**config.mk**
```make
export PLATFORM = sky130hd
export DESIGN_NAME = escaped_frame_deframer
export DESIGN_NICKNAME = d
export VERILOG_FILES = /design/src/rtl/edf_pkg.sv /design/src/rtl/escaped_frame_deframer.sv /design/src/rtl/edf_parser.sv /design/src/rtl/edf_store.sv
export SDC_FILE = /design/constraint.sdc
export NUM_CORES = 1
export LEC_CHECK = 0
export BUFFER_PORTS_ARGS = -buffer_cell sky130_fd_sc_hd__buf_2
export CORE_AREA = 2 2 219 221
export DETAILED_ROUTE_END_ITERATION = 8
export DIE_AREA = 0 0 221 223
export PLACE_DENSITY = 0.72
export REMOVE_ABC_BUFFERS = 1
export SETUP_SLACK_MARGIN = 0.5
export SLEW_MARGIN = 20
export SYNTH_ARGS = -nofsm -noshare
export SYNTH_HDL_FRONTEND = slang
export SYNTH_SLANG_ARGS = --single-unit
```
**constraint.sdc**
```tcl
create_clock -name clk -period 11.25 [get_ports clk]
set_clock_uncertainty 0.15 [all_clocks]
set_input_delay 2.25 -clock clk [delete_from_list [all_inputs] [get_ports clk]]
set_output_delay 2.25 -clock clk [all_outputs]
set_load 0.05 [all_outputs]
```
**src/rtl/edf_pkg.sv**
```systemverilog
`timescale 1ns / 1ps
// ============================================================================
// edf_pkg: shared definitions of the escaped frame deframer
// Frame buffer sizing, register indexes, reset codes and the structures that
// pass between the byte parser and the frame store.
// ============================================================================
package edf_pkg;

	localparam int FRAME_DEPTH = 64;
	localparam int ADDR_W      = $clog2(FRAME_DEPTH);
	localparam int COUNT_W     = $clog2(FRAME_DEPTH + 1);
	localparam int BYTE_W      = 8;
	localparam int CFG_IDX_W   = 2;

	localparam logic [CFG_IDX_W-1:0] CFG_ESCAPE = 2'd0;
	localparam logic [CFG_IDX_W-1:0] CFG_START  = 2'd1;
	localparam logic [CFG_IDX_W-1:0] CFG_END    = 2'd2;

	localparam logic [BYTE_W-1:0] RST_ESCAPE = 8'h10;
	localparam logic [BYTE_W-1:0] RST_START  = 8'h02;
	localparam logic [BYTE_W-1:0] RST_END    = 8'h03;

	typedef struct packed {
		logic              en;
		logic [ADDR_W-1:0] addr;
		logic [BYTE_W-1:0] data;
	} edf_wr_t;

	typedef struct packed {
		logic               start;
		logic               empty;
		logic [COUNT_W-1:0] count;
	} edf_drain_t;

endpackage

```
**src/rtl/escaped_frame_deframer.sv**
```systemverilog
`timescale 1ns / 1ps
// ============================================================================
// escaped_frame_deframer: escape-stuffed byte stream deframer
// Removes escape stuffing from received bytes and emits each completed frame
// byte by byte, the final transfer marked by tlast.
// ============================================================================
// Received bytes are taken one per cycle while no frame is being emitted.
// When escape then end completes a frame holding N bytes, the input is held
// off while the frame buffer memory is read back through its single
// registered read port, each byte through a read state and then a wait
// state that lasts while the output is stalled; an empty frame skips the
// read state. An empty frame gives a single transfer with tuser low and
// tlast high. Frames longer than the buffer are dropped and the block
// returns to hunting for the next start sequence.
module escaped_frame_deframer
	import edf_pkg::*;
(
	input  logic                 clk,
	input  logic                 arst_n,
	input  logic                 cfg_valid,
	output logic                 cfg_ready,
	input  logic [CFG_IDX_W-1:0] cfg_index,
	input  logic [BYTE_W-1:0]    cfg_data,
	input  logic                 s_axis_tvalid,
	output logic                 s_axis_tready,
	input  logic [BYTE_W-1:0]    s_axis_tdata,  // [7:0] rx_byte
	output logic                 m_axis_tvalid,
	input  logic                 m_axis_tready,
	output logic [BYTE_W-1:0]    m_axis_tdata,  // [7:0] frame_byte
	output logic                 m_axis_tuser,  // [0] byte_valid
	output logic                 m_axis_tlast
);

	edf_wr_t    wr;
	edf_drain_t drain;
	logic       busy;
	logic       accept;

	assign cfg_ready     = 1'b1;
	assign s_axis_tready = !busy;
	assign accept        = s_axis_tvalid && s_axis_tready;

	edf_parser u_parser (
		.clk       (clk),
		.arst_n    (arst_n),
		.cfg_valid (cfg_valid),
		.cfg_index (cfg_index),
		.cfg_data  (cfg_data),
		.accept    (accept),
		.rx_byte   (s_axis_tdata),
		.wr        (wr),
		.drain     (drain)
	);

	edf_store u_store (
		.clk           (clk),
		.arst_n        (arst_n),
		.wr            (wr),
		.drain         (drain),
		.busy          (busy),
		.m_axis_tvalid (m_axis_tvalid),
		.m_axis_tready (m_axis_tready),
		.m_axis_tdata  (m_axis_tdata),
		.m_axis_tuser  (m_axis_tuser),
		.m_axis_tlast  (m_axis_tlast)
	);

endmodule

```
**src/rtl/edf_parser.sv**
```systemverilog
`timescale 1ns / 1ps
// ============================================================================
// edf_parser: escape decoding and frame assembly
// Holds the code registers, the hunt and escape flags and the byte count,
// writes unstuffed bytes into the frame store and requests a drain when a
// frame completes.
// ============================================================================
module edf_parser
	import edf_pkg::*;
(
	input  logic                 clk,
	input  logic                 arst_n,
	input  logic                 cfg_valid,
	input  logic [CFG_IDX_W-1:0] cfg_index,
	input  logic [BYTE_W-1:0]    cfg_data,
	input  logic                 accept,
	input  logic [BYTE_W-1:0]    rx_byte,
	output edf_wr_t              wr,
	output edf_drain_t           drain
);

	logic [BYTE_W-1:0]  esc_code_q, stx_code_q, etx_code_q;
	logic               in_frame_q, esc_pend_q, start_pend_q;
	logic [COUNT_W-1:0] count_q;

	logic               in_frame_d, esc_pend_d, start_pend_d;
	logic [COUNT_W-1:0] count_d;
	logic               is_esc, is_stx, is_etx, full;

	assign is_esc = (rx_byte == esc_code_q);
	assign is_stx = (rx_byte == stx_code_q);
	assign is_etx = (rx_byte == etx_code_q);
	assign full   = (count_q == COUNT_W'(FRAME_DEPTH));

	always_comb begin
		in_frame_d    = in_frame_q;
		esc_pend_d    = esc_pend_q;
		start_pend_d  = start_pend_q;
		count_d       = count_q;
		wr.en         = 1'b0;
		wr.addr       = count_q[ADDR_W-1:0];
		wr.data       = rx_byte;
		drain.start   = 1'b0;
		drain.empty   = (count_q == '0);
		drain.count   = count_q;
		if (accept) begin
			if (in_frame_q) begin
				if (esc_pend_q) begin
					esc_pend_d = 1'b0;
					if (is_esc) begin
						if (full) begin
							count_d    = '0;
							in_frame_d = 1'b0;
						end else begin
							wr.en   = 1'b1;
							count_d = count_q + COUNT_W'(1);
						end
					end else if (is_etx) begin
						drain.start = 1'b1;
						count_d     = '0;
						in_frame_d  = 1'b0;
					end else if (is_stx) begin
						count_d = '0;
					end else begin
						count_d    = '0;
						in_frame_d = 1'b0;
					end
				end else if (is_esc) begin
					esc_pend_d = 1'b1;
				end else if (full) begin
					count_d    = '0;
					in_frame_d = 1'b0;
					esc_pend_d = 1'b0;
				end else begin
					wr.en   = 1'b1;
					count_d = count_q + COUNT_W'(1);
				end
			end else if (is_stx) begin
				start_pend_d = esc_pend_q;
			end else begin
				esc_pend_d = is_esc;
				if (start_pend_q) begin
					start_pend_d = 1'b0;
					in_frame_d   = 1'b1;
					wr.en        = 1'b1;
					wr.addr      = '0;
					count_d      = COUNT_W'(1);
				end
			end
		end
	end

	always_ff @(posedge clk or negedge arst_n) begin
		if (!arst_n) begin
			esc_code_q   <= RST_ESCAPE;
			stx_code_q   <= RST_START;
			etx_code_q   <= RST_END;
			in_frame_q   <= 1'b0;
			esc_pend_q   <= 1'b0;
			start_pend_q <= 1'b0;
			count_q      <= '0;
		end else begin
			in_frame_q   <= in_frame_d;
			esc_pend_q   <= esc_pend_d;
			start_pend_q <= start_pend_d;
			count_q      <= count_d;
			if (cfg_valid) begin
				case (cfg_index)
					CFG_ESCAPE: esc_code_q <= cfg_data;
					CFG_START:  stx_code_q <= cfg_data;
					CFG_END:    etx_code_q <= cfg_data;
					default:    ;
				endcase
			end
		end
	end

endmodule

```
**src/rtl/edf_store.sv**
```systemverilog
`timescale 1ns / 1ps
// ============================================================================
// edf_store: frame buffer memory, drain sequencer and output register
// A synchronous memory holds the unstuffed bytes; on a drain request the
// sequencer reads them back in order into the output register.
// ============================================================================
module edf_store
	import edf_pkg::*;
(
	input  logic              clk,
	input  logic              arst_n,
	input  edf_wr_t           wr,
	input  edf_drain_t        drain,
	output logic              busy,
	output logic              m_axis_tvalid,
	input  logic              m_axis_tready,
	output logic [BYTE_W-1:0] m_axis_tdata,
	output logic              m_axis_tuser,
	output logic              m_axis_tlast
);

	localparam logic [1:0] ST_IDLE = 2'd0;
	localparam logic [1:0] ST_READ = 2'd1;
	localparam logic [1:0] ST_WAIT = 2'd2;

	logic [BYTE_W-1:0]  mem [FRAME_DEPTH];
	logic [BYTE_W-1:0]  rdata_q;
	logic [1:0]         state_q;
	logic [ADDR_W-1:0]  rd_ptr_q;
	logic [COUNT_W-1:0] count_q;
	logic               empty_q;
	logic               out_valid_q;
	logic [BYTE_W-1:0]  out_data_q;
	logic               out_user_q, out_last_q;
	logic               load, last;

	assign busy = (state_q != ST_IDLE);
	assign load = (state_q == ST_WAIT) && (!out_valid_q || m_axis_tready);
	assign last = empty_q || ((COUNT_W'(rd_ptr_q) + COUNT_W'(1)) == count_q);

	always_ff @(posedge clk) begin
		if (wr.en) begin
			mem[wr.addr] <= wr.data;
		end
		if (state_q == ST_READ) begin
			rdata_q <= mem[rd_ptr_q];
		end
	end

	always_ff @(posedge clk or negedge arst_n) begin
		if (!arst_n) begin
			state_q     <= ST_IDLE;
			rd_ptr_q    <= '0;
			count_q     <= '0;
			empty_q     <= 1'b0;
			out_valid_q <= 1'b0;
		end else begin
			case (state_q)
				ST_IDLE: begin
					if (drain.start) begin
						rd_ptr_q <= '0;
						count_q  <= drain.count;
						empty_q  <= drain.empty;
						state_q  <= drain.empty ? ST_WAIT : ST_READ;
					end
				end
				ST_READ: state_q <= ST_WAIT;
				ST_WAIT: begin
					if (load) begin
						rd_ptr_q <= rd_ptr_q + ADDR_W'(1);
						state_q  <= last ? ST_IDLE : ST_READ;
					end
				end
				default: state_q <= ST_IDLE;
			endcase
			if (load) begin
				out_valid_q <= 1'b1;
			end else if (m_axis_tready) begin
				out_valid_q <= 1'b0;
			end
		end
	end

	always_ff @(posedge clk) begin
		if (load) begin
			out_data_q <= empty_q ? '0 : rdata_q;
			out_user_q <= !empty_q;
			out_last_q <= last;
		end
	end

	assign m_axis_tvalid = out_valid_q;
	assign m_axis_tdata  = out_data_q;
	assign m_axis_tuser  = out_user_q;
	assign m_axis_tlast  = out_last_q;

	a_no_write_in_drain: assert property (@(posedge clk) disable iff (!arst_n)
		wr.en |-> (state_q == ST_IDLE))
		else $error("Frame store written during a drain.");

	a_start_when_idle: assert property (@(posedge clk) disable iff (!arst_n)
		drain.start |-> (state_q == ST_IDLE))
		else $error("Drain requested while a drain is running.");

	a_count_bound: assert property (@(posedge clk) disable iff (!arst_n)
		drain.start |-> (drain.count <= COUNT_W'(FRAME_DEPTH)))
		else $error("Drain count exceeds the frame buffer.");

	a_empty_is_last: assert property (@(posedge clk) disable iff (!arst_n)
		(m_axis_tvalid && !m_axis_tuser) |-> m_axis_tlast)
		else $error("Empty frame result not marked last.");

endmodule

```
# Yosys cells after proc, flatten, opt, wreduce, memory -nomap -nowiden
# Memories as Yosys holds them, arrays and structs flattened. A register that Yosys moved wholly into a read port is not among the register bits.
# Cells that the tools add are included.
# op_classes
muxes,46
addsub,3
reduce_logical,23
n_eq_ne,13
n_bitwise,1
# ops
cell,n
$mux 7,10
$mux 1,28
$eq 8x8->1,3
$mux 6,3
$reduce_and 2->1,7
$pmux 6 s2,1
$reduce_bool 2->1,4
$add 6x1->7 const B,1
$add 7x1->7 const B,1
$eq 7x7->1,1
$eq 7x7->1 const B,1
$logic_not 7->1,1
$add 6x1->6 const B,1
$mux 2,3
$pmux 2 s3,1
$eq 2x1->1 const B,2
$eq 2x2->1 const B,2
$logic_not 2->1,2
$ne 2x1->1 const B,2
$reduce_and 4->1,1
$logic_not 1->1,3
$ne 3x3->1 const B,1
$reduce_and 3->1,1
$logic_and 1x1->1,2
3 further kinds,4
# word_totals
mem_count,1
regBits,61
mem_bits_rw,512
# memory_table
name,words,width,read_ports,rd_ports_with_merged_regs,wr,line_no,rtl
u_store.mem,64,8,1,1,1,edf_store.sv:26,logic [BYTE_W-1:0] mem [FRAME_DEPTH];

# Longest topological paths before layout
# Gate-level depths: netlist (run 1).
# depth
depth_word,8
ltp_mapped,11

# Modules after synthesis
# A second synthesis (run 1) with hierarchy kept.
# unflattened
hier_cells,1256
area_unflattened_um2,23563.8
# modules_own_cells
mod,cells_per_inst,area_per_inst_um2,n_inst,seq_area_each_um2
edf_store,1080,21648.3,1,16340.7
edf_parser,172,1894.3,1,855.8
escaped_frame_deframer,4,21.3,1,0.0

# Worst setup path after synthesis (run 1)
# OpenSTA, ideal clock, no wires.
# synth_timing
path_type,input to register
from,in s_axis_tdata[6]
to,"mem u_store.mem[6][0], enable pin"
setup_slack_ps,6027
required_ps,10705
cell_stages,8
path_buffers,2
t_arrival_ps,4678
path_cell_list,xnor2_1 nand4_1 o21a_1 or4_4 buf_2 or2_1 clkbuf_1 nor4_1
# synth_between
elab_chain_cells,7
word_cells_on_any_way,11
cone_classes,2 x eq/ne; 9 x mux
# synth_lines
element,line_no,rtl
"start, declared",escaped_frame_deframer.sv:26,"input logic [BYTE_W-1:0] s_axis_tdata,"
$eq 8x8->1,edf_parser.sv:30,assign is_esc = (rx_byte == esc_code_q);
$mux 1 (on tied branches),"edf_parser.sv:68, edf_parser.sv:50",
$mux 1,edf_parser.sv:48,if (esc_pend_q) begin
$mux 1,edf_parser.sv:47,if (in_frame_q) begin
$mux 7 *,edf_parser.sv:46,if (accept) begin
$mux 1,edf_store.sv:42,if (wr.en) begin
$mux 1 (not written as such),edf_store.sv:43,mem[wr.addr] <= wr.data;
"end, declared",edf_store.sv:26,
# Every way passes the cells marked *; elsewhere a longest branch is shown, timed or not.

# Final worst setup path (run 1)
# layout_timing
from,in s_axis_tdata[2]
to,"mem u_store.mem[18][1], enable pin"
# The elaborated chain is that of the path after synthesis.

==> summary.txt, run 1 <==
Route
  – Met3 routed WL: 4150 um
  – Final wirelength: 51600 um
  – Via/cell ratio: 6.17
  – Drt initial violations: 1426
  – Post-route DRC: 0
  – Via count: 11700
  – DRT antenna net count: 0
  – DRT Pass-1 Iters: 5
  – Wire length per cell: 27.2 um
  – Met2 routed WL: between 20000 and 25000 um
  – WL met1: 22100 um
  – Uppermost layer routed: met4

Floorplan
  – I/O pin cnt: 36
  – Core ar.: 0.0471 mm2
  – Initial Util: 0.493
  – Row Count: 80
  – Die area: 0.0493 mm2
  – Die H: 223 um
  – Width of the die: ~220 um

Clock network
  – CTS tree: built
  – Hold buffers post-CTS: 0
  – CTS root buf: clkbuf_16
  – Clock sinks: 581
  – Max H-tree Level: 2
  – Worst-path clk slew: 60 ps
  – Max Root-Sink Buffers: 3
  – Inserted Clock Buffers: 55
  – Post-CTS Setup Inserts: 0
  – Skew-Pair Late Insertion Delay: 600 ps
  – Post-CTS resize count: 0

Critical path
  – Worst Path Max Fanout: 67
  – Crit Path Category: input pin to flop
  – CP Launch Type: input pin
  – Critical Path AT: 5830 ps
  – Reg2reg path depth: 6
  – R2r setup slk: between 6000 and 7000 ps
  – Crit path required time: 11320 ps
  – Critical Path End Type: flop

Power
  – Power share of the clock group: 0.398
  – Int Pwr: 3.71 mW
  – Pwr dens: roughly 190 mW/mm2
  – Switching share of total power: 0.233
  – Psw: 1.12 mW
  – Combinational power share: 0.078
  – Reg power frac: 0.524
  – Leakage power: 8.03 nW
  – Peak VDD IR: 108 uV
  – Tot Pwr: 4.83 mW

Cells and area
  – Register area: 0.0172 mm2
  – # fillers: 3471
  – Ant diodes: 0
  – NumNets Final: 1259
  – P&R area growth vs syn: 12.1%
  – Layout cells sized above 1: 0.269
  – Multi-input gate area: between 0.005 and 0.006 mm2

STA
  – Fin crit period: 5750 ps
  – Slew Limit Fails: 0
  – Final hold vios: 0
  – Final setup vio count: 0
  – Post-route setup slack: 5500 ps
  – Fin crit share: 0.511
  – RSZ-0062 raised after global routing: no
  – FMAX: 0.174 GHz
  – Worst Tran Pin Value: 1120 ps
  – Slew margin rel.: 0.247
  – Sum Neg Setup Slack: 0 ps

Logic synthesis
  – Fraction of the mapped netlist area in compound gates: 0.0307
  – Sequential share of the synthesized area: 0.739
  – Adder-cell area share of the yosys netlist: 0.00161
  – Post-Syn Area per Cell: a little under 20 um2
  – Post-synthesis cell count: about 1200
  – Main synth FF type: edfxtp_1
  – Simple-gate area share of the yosys netlist: 0.0434
  – Top post-synthesis cells by count: edfxtp_1, mux4_2, nor2_1, dfrtp_1, clkbuf_1
  – Post-synth cell types: 58
  – Asr flop ratio synth: 0.0878
  – Post-synthesis mux area share: 0.158
  – Post-synth EDFFs: 530
  – Seq cells post-synth: slightly below 600
  – XOR/XNOR share of the synthesized area: 0.0124
  – Cell taking the most area after synthesis: edfxtp_1
  – Count leader, synth: edfxtp_1
  – Combinational family with the most area after synthesis: multiplexers
  – Top cell type's share of synthesized area: 0.684
  – Post-Syn Area: 0.0233 mm2
  – Largest cells by area after synthesis: edfxtp_1, mux4_2, dfrtp_1
  – Synth Warn #: 0

GRT
  – Vias in the first global route: 11600
  – Largest net degree at the start of global routing: 69
  – GRT Util Overall: 0.212
  – Total grt overflow: 0
  – Antenna violations before repair: 0
  – First-pass GRT wire length: a little under 80000 um

Placement
  – DP Worst Slack: 4830 ps
  – Hpwl dp: 31500 um
  – Final Wtd Congestion: 0.868
  – IO Port Bufs: 34

Status
  – Status: complete, no violations

Min path
  – Min-Delay Path Depth: 2
  – Hold crit path type: flop to flop

Run
  – Max-Cap Viols: 0
## logic make-up after synthesis
group | count (synthesis)
and+or+nand+nor | 191
buffers and inverters | 80
AOI/OAI and AO/OA | 108
adders and majority gates | 3
other | 1
DFF | 581
muxes | 191
xor gates and xnor gates | 33
## through the flow
step | hold WS, ps | cells | instance area [um2] | utilization
floorplan | 322 | 1117 | 23000 | -
global placement | 346 | 1791 | 24200 | 0.512
detailed placement | 350 | 1791 | 24200 | 0.512
CTS | 364 | 1894 | 26000 | 0.553
global route | 407 | 1894 | 26100 | 0.553
finish | 363 | 1894 | 26100 | 0.553
## area by class of cell
| type | instances | area share |
|---|---|---|
| Sequential cell | 581 | 0.660 |
| Multi-Input combinational cell | 527 | 0.223 |
| Clock buffer | 66 | 0.0568 |
| Tap cell | 615 | 0.0295 |
| Clock inverter | 37 | 0.0157 |
| Timing Repair Buffer | 59 | 0.0138 |
| Inverter | 9 | 0.00130 |
## sequential cells by signal (all words and copies together) (netlist names)
| signal | count |
|---|---|
| u_store.empty_q | 1 |
| u_store.count_q | 7 |
| u_store.m_axis_tlast | 1 |
| u_store.m_axis_tvalid | 1 |
| u_parser.etx_code_q | 8 |
| u_parser.in_frame_q | 1 |
| u_store.rdata_q | 8 |
| u_parser.count_q | 7 |
| u_store.m_axis_tuser | 1 |
| u_store.rd_ptr_q | 6 |
| u_parser.start_pend_q | 1 |
| u_parser.esc_pend_q | 1 |
| u_store.state_q | 2 |
| u_parser.esc_code_q | 8 |
| u_parser.stx_code_q | 8 |
| u_store.m_axis_tdata | 8 |
| u_store.mem | 512 |
## cells in the final DEF, fill, tap and decap left out, types with 5 or more instances in the layout
cell type / count
edfxtp_1: 530
mux4_2: 138
clkbuf_16: 57
nor2_1: 56
dfrtp_1: 44
mux2_2: 33
buf_2: 33
nand2_1: 29
buf_4: 26
o21ai_0: 25
xnor2_1: 22
nor2b_1: 20
mux2i_1: 20
a21oi_1: 17
clkinv_1: 14
nor3_1: 12
o221ai_1: 11
a211oi_1: 11
xor2_1: 11
nor4_1: 11
o22ai_1: 10
clkinv_2: 10
nand3_1: 9
bufinv_16: 9
inv_1: 8
a22oi_1: 8
nor4_2: 8
nand4_1: 7
clkbuf_1: 7
a31oi_1: 6
nand3b_1: 6
or3_1: 6
nor3_2: 6
nand2b_1: 5
## final timing paths
kind | from | end
worst min-delay path | u_parser.start_pend_q | u_parser.start_pend_q
worst min register to register | u_parser.start_pend_q | u_parser.start_pend_q
max in group asynchronous | arst_n | u_store.rd_ptr_q[1]
worst max-delay path | s_axis_tdata[2] | u_store.mem[18][1]
worst max register to register | u_store.rd_ptr_q[0] | u_store.rdata_q[1]
min in group asynchronous | arst_n | u_store.count_q[0]
## critical path, cell delays in order
cell	delay, ps
buf_2	70
buf_4	620
xnor2_1	190
nand4_1	220
o21a_1	260
or4_4	730
or3_1	710
nor2_1	700
## routing by layer
| metal | global-route usage | up-vias |
|---|---|---|
| met3 | 0.0340 | 70 |
| met1 | 0.317 | 6088 |
| met2 | 0.329 | 579 |
| met4 | 0.0541 | 0 |
| li1 | - | 4950 |
| met5 | 0 | - |
## power groups by stage
| stage | clock network [mW] | logic (mW) | registers (mW) |
|---|---|---|---|
| detailed placement | 0 | 0.373 | 2.58 |
| CTS | 1.94 | 0.375 | 2.53 |
| global placement | 0 | 0.366 | 2.57 |
| finish | 1.92 | 0.377 | 2.53 |
| floorplan | 0 | 0.200 | 2.55 |
| global route | 2.02 | 0.401 | 2.54 |
Note: power is estimated with default switching activity, not from simulation.
==> run 2, diff against run 1 <==
--- a/config.mk
+++ b/config.mk
@@ -9,7 +9,7 @@
 export CORE_AREA = 2 2 219 221
 export DETAILED_ROUTE_END_ITERATION = 8
 export DIE_AREA = 0 0 221 223
-export PLACE_DENSITY = 0.72
+export PLACE_DENSITY = 0.75
 export REMOVE_ABC_BUFFERS = 1
 export SETUP_SLACK_MARGIN = 0.5
 export SLEW_MARGIN = 20
==> constraint.sdc (replaced) <==
create_clock -name clk -period 4.8 [get_ports clk]
set_clock_uncertainty 0.15 [all_clocks]
set_input_delay 0.96 -clock clk [delete_from_list [all_inputs] [get_ports clk]]
set_output_delay 0.96 -clock clk [all_outputs]
set_load 0.05 [all_outputs]
==> summary.txt, run 2 (synthesized netlist as in run 1, its figures left out) <==
Status
  – Status: complete, no violations

Floorplan
  – Width of the die: between 200 and 250 um
  – I/O pin cnt: 36
  – Core ar.: 0.0471 mm2
  – Die area: 0.0493 mm2
  – Row Count: 80
  – Initial Util: 0.493
  – Die H: 223 um

GRT
  – Largest net degree at the start of global routing: between 60 and 70
  – GRT Util Overall: 0.213
  – Total grt overflow: 0
  – Vias in the first global route: 12000
  – Antenna violations before repair: 0
  – First-pass GRT wire length: 77900 um

Route
  – Via/cell ratio: 6.12
  – DRT Pass-1 Iters: 5
  – Drt initial violations: 1431
  – Final wirelength: 52000 um
  – Via count: 11900
  – Wire length per cell: 26.7 um
  – Post-route DRC: 0
  – DRT antenna net count: 0

Power
  – Tot Pwr: ~11 mW
  – Combinational power share: 0.081
  – Int Pwr: ~8.5 mW
  – Psw: ~2.5 mW
  – Pwr dens: 418 mW/mm2
  – Reg power frac: 0.534
  – Switching share of total power: 0.230
  – Power share of the clock group: 0.385
  – Peak VDD IR: 420 uV
  – Leakage power: around 8.3 nW

Placement
  – Final Wtd Congestion: around 0.9
  – IO Port Bufs: 34
  – Hpwl dp: approximately 32000 um
  – DP Worst Slack: 272 ps

Run
  – Max-Cap Viols: 0

Critical path
  – Crit path required time: 4870 ps
  – Critical Path End Type: flop
  – R2r setup slk: 870 ps
  – CP Launch Type: flop
  – Critical Path AT: 4000 ps
  – R2R Path Start: u_parser.count_q[0]
  – Worst Path Max Fanout: 23
  – Reg-to-reg endpoint: u_store.mem[35][0]
  – Crit Path Category: flop to flop
  – Reg2reg path depth: 7

Cells and area
  – NumNets Final: around 1300
  – Register area: approximately 0.017 mm2
  – Largest Register: u_store.mem
  – Max reg flops: 512
  – # fillers: 3385
  – Most frequent cells in the layout: edfxtp_1, mux4_2, buf_4, clkbuf_16, nor2_1
  – P&R area growth vs syn: 13.4%
  – Layout cells sized above 1: 0.295
  – Multi-input gate area: 0.00578 mm2
  – Ant diodes: 0
  – Commonest non-fill, non-tap cell in the layout: edfxtp_1

STA
  – Fin crit period: between 3000 and 4000 ps
  – Post-route setup slack: 874 ps
  – RSZ-0062 raised after global routing: no
  – Final hold vios: 0
  – Sum Neg Setup Slack: 0 ps
  – Slew Limit Fails: 0
  – Slew margin rel.: 0.354
  – Hold WS: around 340 ps
  – Final setup vio count: 0
  – FMAX: 0.255 GHz
  – Fin crit share: 0.818
  – Worst Tran Pin Value: 969 ps

Clock network
  – CTS root buf: clkbuf_16
  – Skew-Pair Late Insertion Delay: 600 ps
  – Post-CTS Setup Inserts: 0
  – Max Root-Sink Buffers: 3
  – Post-CTS resize count: 0
  – Inserted Clock Buffers: 54
  – Worst-path clk slew: 60 ps
  – Clock sinks: about 580
  – Hold buffers post-CTS: 0
  – CTS tree: built
  – Max H-tree Level: 2

Min path
  – Hold crit path type: input pin to asynchronous set/reset pin
run 2: cell count changes in the layout (fill, tap and decap cells not counted), sizes merged:
cell and change:
clkinvlp +3, buf +54, bufinv -5, clkinv -9, clkbuf +10
run 2: critical path: stages (launching register included):
cell and delay [ps]:
dfrtp_1 550, inv_1 100, ha_1 200, nor2b_1 140, and3_1 250, or4_4 720
or4b_1 730, nor3_2 700
run 2: worst max path at each step:
stage                              startpoint                  to  slack, ps  cells after the start
after floorplan           u_store.rd_ptr_q[0]  u_store.rdata_q[7]      -2180                      6
after CTS                 u_parser.count_q[0]  u_store.mem[35][0]        800                      7
after global routing      u_parser.count_q[0]  u_store.mem[35][0]        650                      7
final                     u_parser.count_q[0]  u_store.mem[35][0]        870                      7
after detailed placement      s_axis_tdata[5]  u_store.mem[35][0]        270                      7
after global placement        s_axis_tdata[5]  u_store.mem[35][0]        420                      7
run 2: layout make-up:
cell class / instances / share of cell area
flip-flops and latches: 581 / 0.653
clock buffers: 76 / 0.0583
repair buffers: 113 / 0.0304
inverters: 9 / 0.00128
well taps: 615 / 0.0292
clock inverters: 26 / 0.00935
multi-input cells: 527 / 0.219
run 2: routing by layer:
layer / GRT usage / wire length, um / up-vias
met1: 0.297 / 21100 / 6203
met3: 0.0479 / 4210 / 80
met2: 0.340 / 25300 / 559
li1: - / - / 5064
met5: 0 / 0 / -
met4: 0.0671 / 1370 / 0
run 2: power by group through the flow:
| stage | combinational (mW) | sequential (mW) | clock [mW] |
|---|---|---|---|
| 2_1_floorplan | 0.469 | 5.96 | 0 |
| 3_3_place_gp | 0.865 | 5.98 | 0 |
| 3_5_place_dp | 0.886 | 5.98 | 0 |
| 4_1_cts | 0.895 | 5.88 | 4.32 |
| 5_1_grt | 0.962 | 5.90 | 4.51 |
| 6_report | 0.895 | 5.88 | 4.25 |
run 2: per-stage QoR:
stage / area (um2) / std cells / util
4_1_cts: 26400 / 1947 / 0.559
6_report: 26400 / 1947 / 0.559
3_3_place_gp: 24600 / 1845 / 0.522
5_1_grt: 26400 / 1947 / 0.559
2_1_floorplan: 23000 / 1117 / -
3_5_place_dp: 24600 / 1845 / 0.522
==> run 3, diff against run 2 <==
==> constraint.sdc (replaced) <==
create_clock -name clk -period 3.4 [get_ports clk]
set_clock_uncertainty 0.15 [all_clocks]
set_input_delay 0.68 -clock clk [delete_from_list [all_inputs] [get_ports clk]]
set_output_delay 0.68 -clock clk [all_outputs]
set_load 0.05 [all_outputs]
==> summary.txt, run 3 (synthesized netlist as in run 1, its figures left out) <==
Route
  – DRT Pass-1 Iters: 5
  – DRT antenna net count: 0
  – Post-route DRC: 0
  – Wire length per cell: 26.8 um
  – Via count: ~12000
  – Drt initial violations: 1468
  – Final wirelength: 54500 um
  – Via/cell ratio: 6.11

Clock network
  – Max Root-Sink Buffers: 3
  – CTS root buf: clkbuf_16
  – Clock sinks: 581
  – Inserted Clock Buffers: 56
  – Worst-path clk slew: 60 ps
  – CTS tree: built
  – Max H-tree Level: 2
  – Skew-Pair Late Insertion Delay: 620 ps

Floorplan
  – Initial Util: 0.493
  – Die area: 0.0493 mm2
  – I/O pin cnt: 36
  – Core ar.: 0.0471 mm2
  – Row Count: 80
  – Die H: 223 um
  – Width of the die: 221 um

Critical path
  – Slowest Stage Delay on Critical Path: 560 ps
  – Crit Path Category: flop to flop
  – CP Launch Type: flop
  – Slowest CP cell: dfstp_2
  – Top cell by count, worst path: buf_6
  – CP Launch Point: u_parser.esc_code_q[4]
  – Crit path required time: ~3600 ps
  – Worst Path Max Fanout: 8
  – Reg2reg path depth: 10
  – Worst-path cell chain: xnor2_2 -> nand4_1 -> o21a_1 -> or4_4 -> buf_4 -> buf_6 -> or2_4 -> buf_6 -> nor4_4 -> buf_6
  – R2R Path Start: u_parser.esc_code_q[4]
  – Critical Path End Type: flop
  – Critical Path AT: roughly 3200 ps

GRT
  – GRT Util Overall: 0.224
  – Total grt overflow: 0
  – Grt met1 use: 0.300
  – Antenna violations before repair: 6
  – Grt met3 use: 0.0502
  – First-pass GRT wire length: ~82000 um
  – Vias in the first global route: 12700
  – Largest net degree at the start of global routing: 66
  – Global Route met2 Usage: 0.369
  – Gr busiest metal: met2

Power
  – Tot Pwr: 16.4 mW
  – Peak VDD IR: between 500 and 600 uV
  – Pwr dens: 597 mW/mm2
  – Leakage power: 8.83 nW

Cells and area
  – Commonest non-fill, non-tap cell in the layout: edfxtp_1
  – Most frequent cells in the layout: edfxtp_1, mux4_2, buf_4, clkbuf_16, dfrtp_1
  – P&R area growth vs syn: 18.2%
  – Max reg flops: 512
  – Layout cells sized above 1: 0.351
  – NumNets Final: ~1400
  – Largest Register: u_store.mem

Placement
  – Hpwl dp: 34100 um
  – IO Port Bufs: 34
  – Final Wtd Congestion: 0.829

STA
  – FMAX: approximately 0.33 GHz
  – Worst Tran Pin Value: 957 ps
  – Sum Neg Setup Slack: 0 ps
  – RSZ-0062 raised after global routing: yes
  – Hold WS: 192 ps
  – Slew margin rel.: 0.361
  – Final setup vio count: 0
  – Final hold vios: 0
  – Fin crit period: between 3000 and 4000 ps
  – Fin crit share: 0.895
  – Slew Limit Fails: 0

Run
  – Max-Cap Viols: 0

Min path
  – Min-Delay Path Depth: 2
  – Hold crit path type: input pin to flop
  – Hold Crit Start: cfg_data[7]

Status
  – Status: complete, no violations
## run 3: changes by cell type in the layout (fill, tap and decap cells not counted), moves of 6 or more
cell,previous run,this run
buf_12,3,12
buf_4,76,115
buf_6,0,33
bufinv_16,4,11
clkbuf_1,15,9
nor2_1,56,43
nor2_2,1,8
nor2_4,0,6
## run 3: timing repair
action	4_1_cts	5_1_grt
buffers inserted	4	8
gates cloned	0	0
endpoints found under the setup margin	414	495
gates resized for setup	25	44
pin swaps	5	4
hold endpoints to repair	0	40
hold buffers	0	1
## run 3: critical path: cells and delay by family (launching register included)
kind,cells,cell delay (ps)
compound gates,1,230
xor+xnor,1,120
buf+inv,4,590
flops,1,560
simple gates,4,1080
## run 3: report_power, final
group | leakage (nW) | internal (mW) | switching (mW)
combinational | 2.53 | 0.624 | 1.08
clock | 0.931 | 3.87 | 2.64
sequential | 5.37 | 8.10 | 0.113
total | 8.83 | 12.6 | 3.83
## run 3: stage by stage
| stage | instances | util | setup WS (ps) | cell area [um2] |
|---|---|---|---|---|
| after CTS | 2020 | 0.578 | 377 | 27200 |
| after detailed placement | 1914 | 0.534 | -155 | 25200 |
| after global placement | 1914 | 0.534 | -122 | 25200 |
| after global routing | 2030 | 0.583 | 287 | 27500 |
| after floorplan | 1117 | - | -3580 | 23000 |
| final | 2030 | 0.583 | 358 | 27500 |
## run 3: worst paths after layout
path	to	slack, ps
max	u_store.mem[6][2]	360
min	u_parser.etx_code_q[7]	190
max reg2reg	u_store.mem[6][2]	360
min reg2reg	u_parser.esc_code_q[5]	380
max in group asynchronous	u_parser.stx_code_q[1]	2000
min in group asynchronous	u_store.rd_ptr_q[2]	450
## run 3: cell type report
class	count	area, um2
fill	3296	19600
tap	615	769
antenna	1	2.50
timing repair buffer	195	1670
multi-input combinational	527	5900
clock buffer	66	1450
inverter	9	33.8
sequential	581	17200
clock inverter	36	470
## run 3: per-layer routing
layer | wire length, um | share of wire
met1 | 21300 | 0.39
met3 | 4580 | 0.084
met4 | 1460 | 0.027
met2 | 27000 | 0.50
met5 | 51 | 0.00094
